===== src/design/svre_pkg.sv =====
// shared types and constants for the separated-values row encoder
`default_nettype none

package svre_pkg;

   localparam int FILL_W = 5;

   localparam logic [1:0] OP_CHAR  = 2'd0;
   localparam logic [1:0] OP_FIELD = 2'd1;
   localparam logic [1:0] OP_ROW   = 2'd2;

   localparam logic [1:0] REG_SEPARATOR = 2'd0;
   localparam logic [1:0] REG_QUOTE     = 2'd1;
   localparam logic [1:0] REG_ESCAPE    = 2'd2;
   localparam logic [1:0] REG_DQ_MODE   = 2'd3;

   localparam logic [7:0] CH_CR = 8'd13;
   localparam logic [7:0] CH_LF = 8'd10;

   localparam logic [7:0] RESET_SEPARATOR = 8'd44;
   localparam logic [7:0] RESET_QUOTE     = 8'd34;
   localparam logic [7:0] RESET_ESCAPE    = 8'd92;

   typedef struct packed {
      logic [1:0] opcode;
      logic [7:0] char_byte;
   } svre_req_type;

   typedef struct packed {
      logic [7:0] out_byte;
      logic       last_of_item;
      logic       truncated;
   } svre_rsp_type;

   typedef struct packed {
      logic [7:0] separator_char;
      logic [7:0] quote_byte;
      logic [7:0] escape_byte;
      logic       double_quote_mode;
   } svre_cfg_type;

   typedef struct packed {
      logic              row;
      logic              emit;
      logic              first;
      logic              quoting;
      logic              overflow;
      logic [FILL_W-1:0] fill;
   } svre_cmd_type;

   typedef struct packed {
      logic              en;
      logic [FILL_W-1:0] addr;
      logic [7:0]        data;
   } svre_wr_type;

   typedef enum logic [2:0] {
      ST_IDLE,
      ST_SEP,
      ST_OPEN,
      ST_BODY,
      ST_CLOSE,
      ST_LF
   } svre_state_type;

endpackage

`default_nettype wire


===== src/design/svre_front.sv =====
// front end: takes beats, fills the field buffer, queues end-of-field and end-of-row commands
`default_nettype none

module svre_front #(
   parameter int FIELD_MAX = 16
) (
   input  wire                   clock,
   input  wire                   reset,
   input  wire                   req_valid,
   output logic                  req_stall,
   input  svre_pkg::svre_req_type req_data,
   input  svre_pkg::svre_cfg_type cfg,
   input  wire                   back_busy,
   input  wire                   q_full,
   input  wire                   q_empty,
   output logic                  push,
   output svre_pkg::svre_cmd_type cmd,
   output svre_pkg::svre_wr_type  wr
);
   import svre_pkg::*;

   logic [FILL_W-1:0] fill_ff, fill_in;
   logic              quoting_ff, quoting_in;
   logic              overflow_ff, overflow_in;
   logic              first_ff, first_in;
   logic              is_char, accept, has_room, special;

   always_comb begin
      is_char   = (req_data.opcode == OP_CHAR);
      req_stall = q_full || (is_char && (!q_empty || back_busy));
      accept    = req_valid && !req_stall;
      has_room  = (fill_ff < FILL_W'(FIELD_MAX));
      special   = (req_data.char_byte == cfg.separator_char) ||
                  (req_data.char_byte == cfg.quote_byte) ||
                  (req_data.char_byte == cfg.escape_byte) ||
                  (req_data.char_byte == CH_CR) ||
                  (req_data.char_byte == CH_LF);

      wr.en   = accept && is_char && has_room;
      wr.addr = fill_ff;
      wr.data = req_data.char_byte;

      push         = accept && ((req_data.opcode == OP_FIELD) || (req_data.opcode == OP_ROW));
      cmd.row      = (req_data.opcode == OP_ROW);
      cmd.emit     = (req_data.opcode == OP_FIELD) || (fill_ff != '0) || overflow_ff;
      cmd.first    = first_ff;
      cmd.quoting  = quoting_ff;
      cmd.overflow = overflow_ff;
      cmd.fill     = fill_ff;

      fill_in     = fill_ff;
      quoting_in  = quoting_ff;
      overflow_in = overflow_ff;
      first_in    = first_ff;
      if (accept) begin
         case (req_data.opcode)
            OP_CHAR: begin
               if (has_room) begin
                  fill_in    = fill_ff + FILL_W'(1);
                  quoting_in = quoting_ff || special;
               end else begin
                  overflow_in = 1'b1;
               end
            end
            OP_FIELD: begin
               fill_in     = '0;
               quoting_in  = 1'b0;
               overflow_in = 1'b0;
               first_in    = 1'b0;
            end
            OP_ROW: begin
               fill_in     = '0;
               quoting_in  = 1'b0;
               overflow_in = 1'b0;
               first_in    = 1'b1;
            end
            default: begin
            end
         endcase
      end
   end

   always_ff @(posedge clock) begin
      if (reset) begin
         fill_ff     <= '0;
         quoting_ff  <= 1'b0;
         overflow_ff <= 1'b0;
         first_ff    <= 1'b1;
      end else begin
         fill_ff     <= fill_in;
         quoting_ff  <= quoting_in;
         overflow_ff <= overflow_in;
         first_ff    <= first_in;
      end
   end

endmodule

`default_nettype wire


===== src/design/svre_cmd_fifo.sv =====
// two-entry command queue between front and back
`default_nettype none

module svre_cmd_fifo (
   input  wire                   clock,
   input  wire                   reset,
   input  wire                   push,
   input  svre_pkg::svre_cmd_type push_data,
   input  wire                   pop,
   output svre_pkg::svre_cmd_type pop_data,
   output logic                  full,
   output logic                  empty
);
   import svre_pkg::*;

   svre_cmd_type entry_ff [2];
   logic         wptr_ff, rptr_ff;
   logic [1:0]   count_ff;

   always_comb begin
      full     = (count_ff == 2'd2);
      empty    = (count_ff == 2'd0);
      pop_data = entry_ff[rptr_ff];
   end

   always_ff @(posedge clock) begin
      if (push) begin
         entry_ff[wptr_ff] <= push_data;
      end
   end

   always_ff @(posedge clock) begin
      if (reset) begin
         wptr_ff  <= 1'b0;
         rptr_ff  <= 1'b0;
         count_ff <= 2'd0;
      end else begin
         if (push) begin
            wptr_ff <= ~wptr_ff;
         end
         if (pop) begin
            rptr_ff <= ~rptr_ff;
         end
         count_ff <= count_ff + {1'b0, push} - {1'b0, pop};
      end
   end

endmodule

`default_nettype wire


===== src/design/svre_back.sv =====
// back end: field buffer and byte emitter with the output register
`default_nettype none

module svre_back #(
   parameter int FIELD_MAX = 16
) (
   input  wire                   clock,
   input  wire                   reset,
   input  svre_pkg::svre_cfg_type cfg,
   input  svre_pkg::svre_wr_type  wr,
   input  wire                   q_empty,
   input  svre_pkg::svre_cmd_type q_data,
   output logic                  q_pop,
   output logic                  busy,
   output logic                  rsp_valid,
   input  wire                   rsp_stall,
   output svre_pkg::svre_rsp_type rsp_data
);
   import svre_pkg::*;

   localparam int IDX_W = (FIELD_MAX > 1) ? $clog2(FIELD_MAX) : 1;

   logic [7:0]     buf_mem [FIELD_MAX];
   logic [7:0]     cur_ff;
   svre_state_type state_ff, state_in;
   svre_cmd_type   cmd_ff, cmd_in;
   logic [IDX_W-1:0] idx_ff, idx_in;
   logic           pre_ff, pre_in;
   logic           rsp_valid_ff, rsp_valid_in;
   svre_rsp_type   rsp_data_ff, rsp_data_in;
   logic [7:0]     cur_char, pre_byte, out_byte;
   logic           need_pre, last_char, out_free, emit, trunc;

   function automatic svre_state_type after_field(input svre_cmd_type c);
      return c.row ? ST_LF : ST_IDLE;
   endfunction

   function automatic svre_state_type after_sep(input svre_cmd_type c);
      svre_state_type s;
      if (c.emit && c.quoting) begin
         s = ST_OPEN;
      end else if (c.emit && (c.fill != '0)) begin
         s = ST_BODY;
      end else begin
         s = after_field(c);
      end
      return s;
   endfunction

   function automatic svre_state_type start_state(input svre_cmd_type c);
      return (c.emit && !c.first) ? ST_SEP : after_sep(c);
   endfunction

   // read data follows the next index, so it lines up with idx_ff
   always_ff @(posedge clock) begin
      if (wr.en) begin
         buf_mem[wr.addr[IDX_W-1:0]] <= wr.data;
      end
      cur_ff <= buf_mem[idx_in];
   end

   always_comb begin
      cur_char  = cur_ff;
      need_pre  = cmd_ff.quoting && ((cur_char == cfg.separator_char) ||
                  (cur_char == cfg.quote_byte) || (cur_char == cfg.escape_byte));
      pre_byte  = ((cur_char == cfg.quote_byte) && cfg.double_quote_mode) ?
                  cfg.quote_byte : cfg.escape_byte;
      last_char = (FILL_W'(idx_ff) == (cmd_ff.fill - FILL_W'(1)));
      out_free  = !rsp_valid_ff || !rsp_stall;

      state_in = state_ff;
      cmd_in   = cmd_ff;
      idx_in   = idx_ff;
      pre_in   = pre_ff;
      q_pop    = 1'b0;
      emit     = 1'b0;
      out_byte = cfg.separator_char;
      trunc    = 1'b0;

      case (state_ff)
         ST_IDLE: begin
            if (!q_empty) begin
               q_pop    = 1'b1;
               cmd_in   = q_data;
               idx_in   = '0;
               pre_in   = 1'b0;
               state_in = start_state(q_data);
            end
         end
         ST_SEP: begin
            if (out_free) begin
               emit     = 1'b1;
               state_in = after_sep(cmd_ff);
            end
         end
         ST_OPEN: begin
            out_byte = cfg.quote_byte;
            trunc    = cmd_ff.overflow;
            if (out_free) begin
               emit     = 1'b1;
               state_in = (cmd_ff.fill != '0) ? ST_BODY : ST_CLOSE;
            end
         end
         ST_BODY: begin
            trunc = cmd_ff.overflow;
            if (need_pre && !pre_ff) begin
               out_byte = pre_byte;
            end else begin
               out_byte = cur_char;
            end
            if (out_free) begin
               emit = 1'b1;
               if (need_pre && !pre_ff) begin
                  pre_in = 1'b1;
               end else begin
                  pre_in = 1'b0;
                  idx_in = idx_ff + IDX_W'(1);
                  if (last_char) begin
                     state_in = cmd_ff.quoting ? ST_CLOSE : after_field(cmd_ff);
                  end
               end
            end
         end
         ST_CLOSE: begin
            out_byte = cfg.quote_byte;
            trunc    = cmd_ff.overflow;
            if (out_free) begin
               emit     = 1'b1;
               state_in = after_field(cmd_ff);
            end
         end
         ST_LF: begin
            out_byte = CH_LF;
            if (out_free) begin
               emit     = 1'b1;
               state_in = ST_IDLE;
            end
         end
         default: begin
            state_in = ST_IDLE;
         end
      endcase

      rsp_valid_in = emit || (rsp_valid_ff && rsp_stall);
      if (emit) begin
         rsp_data_in.out_byte     = out_byte;
         rsp_data_in.last_of_item = (state_in == ST_IDLE);
         rsp_data_in.truncated    = trunc;
      end else begin
         rsp_data_in = rsp_data_ff;
      end

      busy      = (state_ff != ST_IDLE);
      rsp_valid = rsp_valid_ff;
      rsp_data  = rsp_data_ff;
   end

   always_ff @(posedge clock) begin
      cmd_ff      <= cmd_in;
      idx_ff      <= idx_in;
      pre_ff      <= pre_in;
      rsp_data_ff <= rsp_data_in;
   end

   always_ff @(posedge clock) begin
      if (reset) begin
         state_ff     <= ST_IDLE;
         rsp_valid_ff <= 1'b0;
      end else begin
         state_ff     <= state_in;
         rsp_valid_ff <= rsp_valid_in;
      end
   end

endmodule

`default_nettype wire


===== src/design/separated_values_row_encoder_core.sv =====
// top level of the separated-values row encoder: config registers, front, queue, back
//
//  channel | direction | handshake          | payload
//  req     | in        | req_valid/req_stall | svre_req_type  (opcode, char_byte)
//  rsp     | out       | rsp_valid/rsp_stall | svre_rsp_type  (out_byte, last_of_item, truncated)
//  csr     | in        | csr_psel/csr_penable | 32-bit registers at 4*i
//
//  a field character waits while the back end still drains a field
//  an end mark is registered in the queue and then taken by the back end, which then
//  sends one byte a cycle while the output is not stalled, at most 2*n+4 bytes for a
//  field of n characters, so its pace follows the output port
//  reset is synchronous and clears control state only; no clearing pass is run
//  a stalled output holds its byte while the front keeps queueing up to two end marks
`default_nettype none

module separated_values_row_encoder_core #(
   parameter int FIELD_MAX = 16
) (
   input  wire                   clock,
   input  wire                   reset,
   input  wire                   req_valid,
   output logic                  req_stall,
   input  svre_pkg::svre_req_type req_data,
   output logic                  rsp_valid,
   input  wire                   rsp_stall,
   output svre_pkg::svre_rsp_type rsp_data,
   input  wire                   csr_psel,
   input  wire                   csr_penable,
   input  wire                   csr_pwrite,
   input  wire  [3:0]            csr_paddr,
   input  wire  [31:0]           csr_pwdata,
   output logic [31:0]           csr_prdata,
   output logic                  csr_pready
);
   import svre_pkg::*;

   svre_cfg_type cfg_ff, cfg_in;
   svre_cmd_type push_cmd, pop_cmd;
   svre_wr_type  wr;
   logic         csr_write, push, pop, q_full, q_empty, back_busy;

   always_comb begin
      csr_pready = 1'b1;
      csr_write  = csr_psel && csr_penable && csr_pwrite && csr_pready;
      cfg_in     = cfg_ff;
      if (csr_write) begin
         case (csr_paddr[3:2])
            REG_SEPARATOR: cfg_in.separator_char    = csr_pwdata[7:0];
            REG_QUOTE:     cfg_in.quote_byte        = csr_pwdata[7:0];
            REG_ESCAPE:    cfg_in.escape_byte       = csr_pwdata[7:0];
            REG_DQ_MODE:   cfg_in.double_quote_mode = csr_pwdata[0];
            default: begin
            end
         endcase
      end
      case (csr_paddr[3:2])
         REG_SEPARATOR: csr_prdata = {24'd0, cfg_ff.separator_char};
         REG_QUOTE:     csr_prdata = {24'd0, cfg_ff.quote_byte};
         REG_ESCAPE:    csr_prdata = {24'd0, cfg_ff.escape_byte};
         REG_DQ_MODE:   csr_prdata = {31'd0, cfg_ff.double_quote_mode};
         default:       csr_prdata = 32'd0;
      endcase
   end

   always_ff @(posedge clock) begin
      if (reset) begin
         cfg_ff.separator_char    <= RESET_SEPARATOR;
         cfg_ff.quote_byte        <= RESET_QUOTE;
         cfg_ff.escape_byte       <= RESET_ESCAPE;
         cfg_ff.double_quote_mode <= 1'b1;
      end else begin
         cfg_ff <= cfg_in;
      end
   end

   svre_front #(.FIELD_MAX(FIELD_MAX)) u_front (
      .clock     (clock),
      .reset     (reset),
      .req_valid (req_valid),
      .req_stall (req_stall),
      .req_data  (req_data),
      .cfg       (cfg_ff),
      .back_busy (back_busy),
      .q_full    (q_full),
      .q_empty   (q_empty),
      .push      (push),
      .cmd       (push_cmd),
      .wr        (wr)
   );

   svre_cmd_fifo u_fifo (
      .clock     (clock),
      .reset     (reset),
      .push      (push),
      .push_data (push_cmd),
      .pop       (pop),
      .pop_data  (pop_cmd),
      .full      (q_full),
      .empty     (q_empty)
   );

   svre_back #(.FIELD_MAX(FIELD_MAX)) u_back (
      .clock     (clock),
      .reset     (reset),
      .cfg       (cfg_ff),
      .wr        (wr),
      .q_empty   (q_empty),
      .q_data    (pop_cmd),
      .q_pop     (pop),
      .busy      (back_busy),
      .rsp_valid (rsp_valid),
      .rsp_stall (rsp_stall),
      .rsp_data  (rsp_data)
   );

endmodule

`default_nettype wire


===== config.mk =====
export PLATFORM = sky130hd
export DESIGN_NAME = separated_values_row_encoder_core
export DESIGN_NICKNAME = d
export VERILOG_FILES = /design/src/design/svre_pkg.sv /design/src/design/svre_front.sv /design/src/design/svre_cmd_fifo.sv /design/src/design/svre_back.sv /design/src/design/separated_values_row_encoder_core.sv
export SDC_FILE = /design/constraint.sdc
export NUM_CORES = 1
export LEC_CHECK = 0
export BUFFER_PORTS_ARGS = -buffer_cell sky130_fd_sc_hd__buf_4
export CAP_MARGIN = 20
export CORE_MARGIN = 2
export CORE_UTILIZATION = 30
export DETAILED_ROUTE_END_ITERATION = 10
export PLACE_DENSITY_LB_ADDON = 0.3
export SLEW_MARGIN = 25
export SYNTH_ARGS = -nofsm -noshare
export SYNTH_HDL_FRONTEND = slang
export SYNTH_SLANG_ARGS = --single-unit

===== constraint.sdc =====
create_clock -name clock -period 3.2 [get_ports clock]
set_clock_uncertainty 0.05 [all_clocks]
set_input_delay 0.8 -clock clock [delete_from_list [all_inputs] [get_ports clock]]
set_output_delay 0.8 -clock clock [all_outputs]
set_load 0.05 [all_outputs]

==> results of run 1 <==
cells in the final DEF, fill, tap and decap left out, types with 12 or more instances in the layout:
cell type | Yosys | final
a21oi_1 | 44 | 26
inv_1 | 16 | 16
and3_1 | 12 | 12
mux2i_1 | 49 | 42
buf_4 | 25 | 118
dfxtp_1 | 54 | 48
xor2_1 | 45 | 43
a221oi_2 | 0 | 18
edfxtp_1 | 168 | 168
conb_1 | 2 | 25
a21oi_2 | 0 | 15
buf_12 | 0 | 16
nor2_1 | 61 | 61
and2_1 | 21 | 21
nor2b_1 | 16 | 16
clkbuf_16 | 0 | 33
a211oi_1 | 15 | 12
nand2_1 | 79 | 79
xnor2_1 | 15 | 15
final cells by class:
| class | count | area share (%) |
|---|---|---|
| sequential | 222 | 46.4 |
| multi-input combinational | 559 | 31.1 |
| timing repair buffer | 151 | 11.7 |
| clock buffer | 36 | 5.35 |
| tap | 448 | 4.24 |
| clock inverter | 10 | 0.615 |
| inverter | 18 | 0.530 |
power groups by stage:
stage	clock, mW	sequential (mW)	combinational (mW)
6_report	2.74	3.59	2.64
5_1_grt	2.91	3.62	2.84
4_1_cts	2.80	3.59	2.30
3_5_place_dp	0	3.64	2.27
3_3_place_gp	0	3.64	2.26
2_1_floorplan	0	3.83	1.30
final timing paths:
path                           start               endpoint  slack (ns)  cells after the start
hold / removal    u_front.quoting_ff  u_fifo.entry_ff[1][6]        0.43                      0
setup reg to reg  u_back.cur_char[5]     u_back.cur_char[2]        0.06                     12
hold reg to reg   u_front.quoting_ff  u_fifo.entry_ff[1][6]        0.43                      0
setup / recovery  u_back.cur_char[5]     u_back.cur_char[2]        0.06                     12
layer usage:
metal / routed length (um) / part of all wire (%)
met5: 0 / 0
met4: 437 / 1.6
met3: 1120 / 4.1
met2: 12800 / 47
met1: 12800 / 47
what timing repair did:
| item | CTS | global route |
|---|---|---|
| resized for setup | 10 | 83 |
| pin swaps | 4 | 18 |
| cloned | 0 | 8 |
| setup endpoints to repair | 8 | 8 |
| buffers inserted | 0 | 8 |
sequential cells by signal, indices dropped and copies added, names as in the netlist, named ones only:
register,flops
u_back.idx_ff,4
u_back.rsp_data,10
u_back.pre_ff,1
u_back.cmd_ff,9
u_front.fill_ff,5
u_front.overflow_ff,1
u_fifo.wptr_ff,1
u_fifo.count_ff,2
u_back.buf_mem,128
u_fifo.entry_ff,20
u_front.quoting_ff,1
u_back.state_ff,3
u_fifo.rptr_ff,1
cfg_ff,25
u_front.first_ff,1
u_back.cur_char,8
u_back.rsp_valid,1
worst max-delay path, cell delays in order (launching register included):
cell       delay [ns]
dfxtp_2          0.35
xor2_1           0.17
nor4_2           0.34
buf_4            0.17
nand2_1          0.09
a31oi_4          0.28
or2_4            0.19
mux2i_4          0.30
inv_2            0.12
clkbuf_16        0.17
a21oi_2          0.12
a221oi_2         0.09
or4_1            0.57
cells by family after synthesis:
kind of cell / after synthesis / share of synthesized area [%]
compound gates: 156 / 10.9
xor+xnor: 60 / 5.15
fa+ha+maj: 11 / 1.35
buf+inv: 88 / 4.50
flops: 222 / 60.0
mux: 58 / 5.90
other cells: 2 / 0.0735
simple gates: 249 / 12.1
through the flow:
| stage | hold WS (ns) | utilization (%) | std cells | cell area (um^2) | worst slack (ns) |
|---|---|---|---|---|---|
| floorplan | 0.374 | - | 869 | 10300 | 0.0941 |
| global placement | 0.407 | 35.0 | 1386 | 11700 | -0.187 |
| detailed placement | 0.419 | 35.0 | 1386 | 11700 | -0.235 |
| CTS | 0.432 | 37.5 | 1432 | 12600 | 0.00345 |
| global route | 0.446 | 39.4 | 1444 | 13200 | -0.0343 |
| finish | 0.430 | 39.4 | 1444 | 13200 | 0.0605 |
==> results.tsv, run 1 <==
metric	value	unit
most instantiated library cell after synthesis	edfxtp_1	
Num CTS Buffers	25	
Worst VDD drop	412	uV
Port Buffers	46	
final period utilization	98.1	%
worst-margin pin slew	0.634	ns
DIE WIDTH	189	um
WL/cell	18.8	um
Final Hold Viols	0	
CTS sink cnt	222	
total negative slack	0	ns
CTS tree	done	
Ports	98	
initial antenna violation count	0	
max_cap viols	0	
status	completed	
share of layout cells above drive strength 1	27.9	%
Worst setup EP type	flop	
ys async rst share	0	%
dominant synthesized flop cell	edfxtp_1	
Final Critical Period	3.14	ns
Yosys reg bits	222	
P&R area growth vs syn	29.4	%
Clk Latency, worst-skew pair	0.52	ns
GR peak layer	met2	
Worst slew margin	57.5	%
f_max	0.319	GHz
clock power share	30.5	%
First-pass DRT Iterations	4	
number of synthesized flops with an enable pin	168	
clk buf depth	3	
Int Pwr	6.12	mW
Crit Path Max Fanout	4	
vias in the first global route	6687	
Post-synth top cells	168 x edfxtp_1, 79 x nand2_1, 61 x nor2_1	
post-synth cell types	65	
Detail Placement HPWL	17500	um
Setup crit start kind	flop	
Leak	4.92	nW
sequential area share after synthesis	60.0	%
total power	8.97	mW
DRC Markers	0	
switching pwr	2.85	mW
row cnt	67	
worst path arrival time	3.47	ns
Final ANT Viol Nets	0	
Setup Viol. Count Final	0	
Yosys Warn Count	0	
average size of a mapped cell	12.1	um^2
synthesized area	10200	um^2
vias after detailed routing	7000	
pin count of the biggest net entering global routing	46	
FF+latch area	6140	um^2
first-pass GRT wire length	39500	um
Crit Path Category	reg -> reg	
grt total ovfl	0	
Mapped Cells	846	
via/cell ratio	4.85	
top cells by area, synth	edfxtp_1 49%, dfxtp_1 11%, mux2i_1 4.8%, xor2_1 3.9%, nand2_1 2.9%	
GRT met3 Usage	2.63	%
top-area cell type share of the netlist area	49.4	%
Pins Over Slew Limit	0	
Fillers	3196	
n_diodes	0	
met2 usage	22.9	%
Clock transition at path regs	0.06	ns
H-Tree Level Count	1	
Iter 0 DRT Violations	535	
sequential share of power	40.0	%
all-layer global routing usage	14.3	%
GR Util met1	19.8	%
footprint of the multi-input gates	4110	um^2
Combinational Power Share	29.5	%
Die Ht	189	um
GPL Wtd Cong	0.825	
total power density per cell area	679	nW/um^2
Worst Hold Class	reg -> reg	
Layout Nets	1041	
starting density of the core	30.5	%
Die Area	35500	um^2
switching share of power	31.8	%
root buf cell	clkbuf_16	
Routed WL	27200	um
Core Area	33500	um^2
Post-CTS Hold Fix Bufs	0	
post-synth top area cell	edfxtp_1	
CP required	3.53	ns
(Power assumes the default switching activity.)
==> run 2, diff against run 1 <==
--- a/config.mk
+++ b/config.mk
@@ -10,8 +10,8 @@
 export CORE_MARGIN = 2
 export CORE_UTILIZATION = 30
 export DETAILED_ROUTE_END_ITERATION = 10
-export PLACE_DENSITY_LB_ADDON = 0.3
 export SLEW_MARGIN = 25
 export SYNTH_ARGS = -nofsm -noshare
 export SYNTH_HDL_FRONTEND = slang
+export SYNTH_HIERARCHICAL = 1
 export SYNTH_SLANG_ARGS = --single-unit
==> run 2 against run 1 <==
Effect of this change: the flow now finishes with violations (setup timing); die area is 9.0% higher; worst setup slack worse by 0.061 ns; non-clock buffer count is 15 higher; final area is 6.0% higher; total power is 6.7% higher; maximum frequency is 1.9% lower; highest routed layer unchanged.
==> results.tsv, run 2 <==
metric	value	unit	change
WL/cell	19.5	um	+3.9%
Worst setup EP type	flop		
First-pass DRT Iterations	5		+1
grt total ovfl	0		unchanged
Final ANT Viol Nets	0		unchanged
Post-DP Area	12600	um^2	+7.0%
Leak	5.10	nW	+3.8%
total power density per cell area	683	nW/um^2	+0.64%
Final Hold Viols	0		unchanged
via/cell ratio	5.23		+7.9%
worst-margin pin slew	0.749	ns	+0.116 ns
violations in the final reports	setup timing		
n_diodes	0		unchanged
Final Critical Period	3.20	ns	+0.0613 ns
Mapped Cells	934		+10%
root buf cell	clkbuf_16		
Crit Path Max Fanout	28		+24
f_max	0.312	GHz	-1.9%
share of layout cells above drive strength 1	28.9	%	+0.97 points
max_cap viols	0		unchanged
Layout Nets	1107		+6.3%
crit path to	u_back/cur_char[0]		
Crit Reg-Reg Endpoint	u_back/cur_char[0]		
Worst Setup Slack, final	-0.000816	ns	-0.0613 ns
Die Ht	197	um	+4.4%
initial antenna violation count	0		unchanged
Worst VDD drop	383	uV	-7.2%
final period utilization	100	%	+1.9 points
most common cell after layout, fill and taps aside	edfxtp_1		
register-to-register setup slack	-0.0008	ns	-0.06 ns
Core Area	36600	um^2	+9.2%
Setup crit start kind	flop		
Design Area, Final	14000	um^2	+6.0%
Ports	98		unchanged
CTS tree	done		
Worst slew margin	49.9	%	-7.6 points
worst path arrival time	3.53	ns	+0.06 ns
FF+latch area	6140	um^2	+0.10%
max reg flops	128		unchanged
CP required	3.53	ns	about the same
all-layer global routing usage	14.9	%	+0.60 points
synthesized area	11200	um^2	+9.2%
starting density of the core	30.5	%	about the same
DIE WIDTH	197	um	+4.4%
Num CTS Buffers	24		-4.0%
pin count of the biggest net entering global routing	50		+8.7%
GPL Wtd Cong	0.870		+5.6%
most frequent cells in the layout	168 x edfxtp_1, 144 x buf_4, 69 x and3_1		
Port Buffers	46		unchanged
Detail Placement HPWL	19800	um	+13%
DRC Markers	0		unchanged
Worst Hold Class	reg -> reg		
worst r2r path cells	12		unchanged
Die Area	38700	um^2	+9.0%
Crit Path Category	reg -> reg		
CTS sink cnt	222		unchanged
Routed WL	29900	um	+10%
Fillers	3431		+7.4%
Post-CTS Hold Fix Bufs	0		unchanged
Critical Path Source	u_back/cur_char[7]		
worst r2r src	u_back/cur_char[7]		
H-Tree Level Count	1		unchanged
status	finished, violations left		
Yosys Warn Count	6		+6
Pins Over Slew Limit	0		unchanged
first-pass GRT wire length	44700	um	+13%
fin util	38.3	%	-1.1 points
vias after detailed routing	8011		+14%
RSZ-0062 raised after global routing	yes		
average size of a mapped cell	11.9	um^2	-1.1%
Clk Latency, worst-skew pair	0.53	ns	about the same
vias in the first global route	7630		+14%
row cnt	70		+4.5%
Iter 0 DRT Violations	603		+13%
P&R area growth vs syn	25.6	%	
clk buf depth	3		unchanged
Setup Viol. Count Final	1		+1
footprint of the multi-input gates	4860	um^2	+18%
Clock transition at path regs	0.06	ns	about the same
## run 2: area by class of cell
cell class                 instances  area share (%)
sequential                       222            43.8
multi-input combinational        610            34.7
timing repair buffer             166            10.8
clock buffer                      35            4.87
tap                              468            4.18
clock inverter                     9            1.13
inverter                          21           0.571
## run 2: worst max-delay path, stage by stage, from the launching register on
cell,delay [ns]
dfxtp_2,0.41
xor2_1,0.24
nor4_2,0.09
buf_4,0.15
a22oi_4,0.25
o211a_4,0.21
buf_12,0.18
nand2_4,0.11
buf_12,0.17
a2111oi_1,0.40
buf_4,0.18
nor4_1,0.07
or4_1,0.54
## run 2: where the power goes
| group | total (mW) | internal [mW] | switching [mW] |
|---|---|---|---|
| Clock | 2.93 | 1.80 | 1.13 |
| Combinational | 3.00 | 1.27 | 1.72 |
| Sequential | 3.65 | 3.44 | 0.212 |
| Total | 9.57 | 6.51 | 3.06 |
## run 2: repair_timing
item,4_1_cts,5_1_grt
endpoints found under the setup margin,8,32
resized for setup,31,71
pin swaps,5,15
buffers inserted,2,5
gates cloned,0,2
## run 2: worst min path at each step
stage	startpoint	end	cells past startpoint
floorplan	u_front/quoting_ff	u_front/quoting_ff	2
detailed placement	u_front/first_ff	u_fifo/entry_ff[0][7]	0
CTS	u_front/first_ff	u_fifo/entry_ff[1][7]	0
global route	u_front/first_ff	u_fifo/entry_ff[1][7]	0
finish	u_front/first_ff	u_fifo/entry_ff[1][7]	0
global placement	u_front/first_ff	u_fifo/entry_ff[1][7]	0
## run 2: per-stage QoR
stage                     power, mW   TNS [ns]  cells  setup slack [ns]  hold slack (ns)
final                          9.57  -0.000816   1531         -0.000816            0.412
after global routing           9.99     -0.357   1531           -0.0912            0.434
after global placement         6.34      -1.75   1478            -0.321            0.381
after floorplan                5.54          0    957            0.0966            0.431
after CTS                      9.39          0   1524          0.000670            0.412
after detailed placement       6.38      -1.69   1478            -0.328            0.395
## run 2: layer usage
metal / up-vias / GRT usage, % / part of all wire [%]
li1: 3723 / - / -
met1: 3995 / 20.1 / 45
met2: 236 / 24.6 / 47
met3: 57 / 2.36 / 5.4
met4: 0 / 4.65 / 2.8
met5: - / 0 / 0
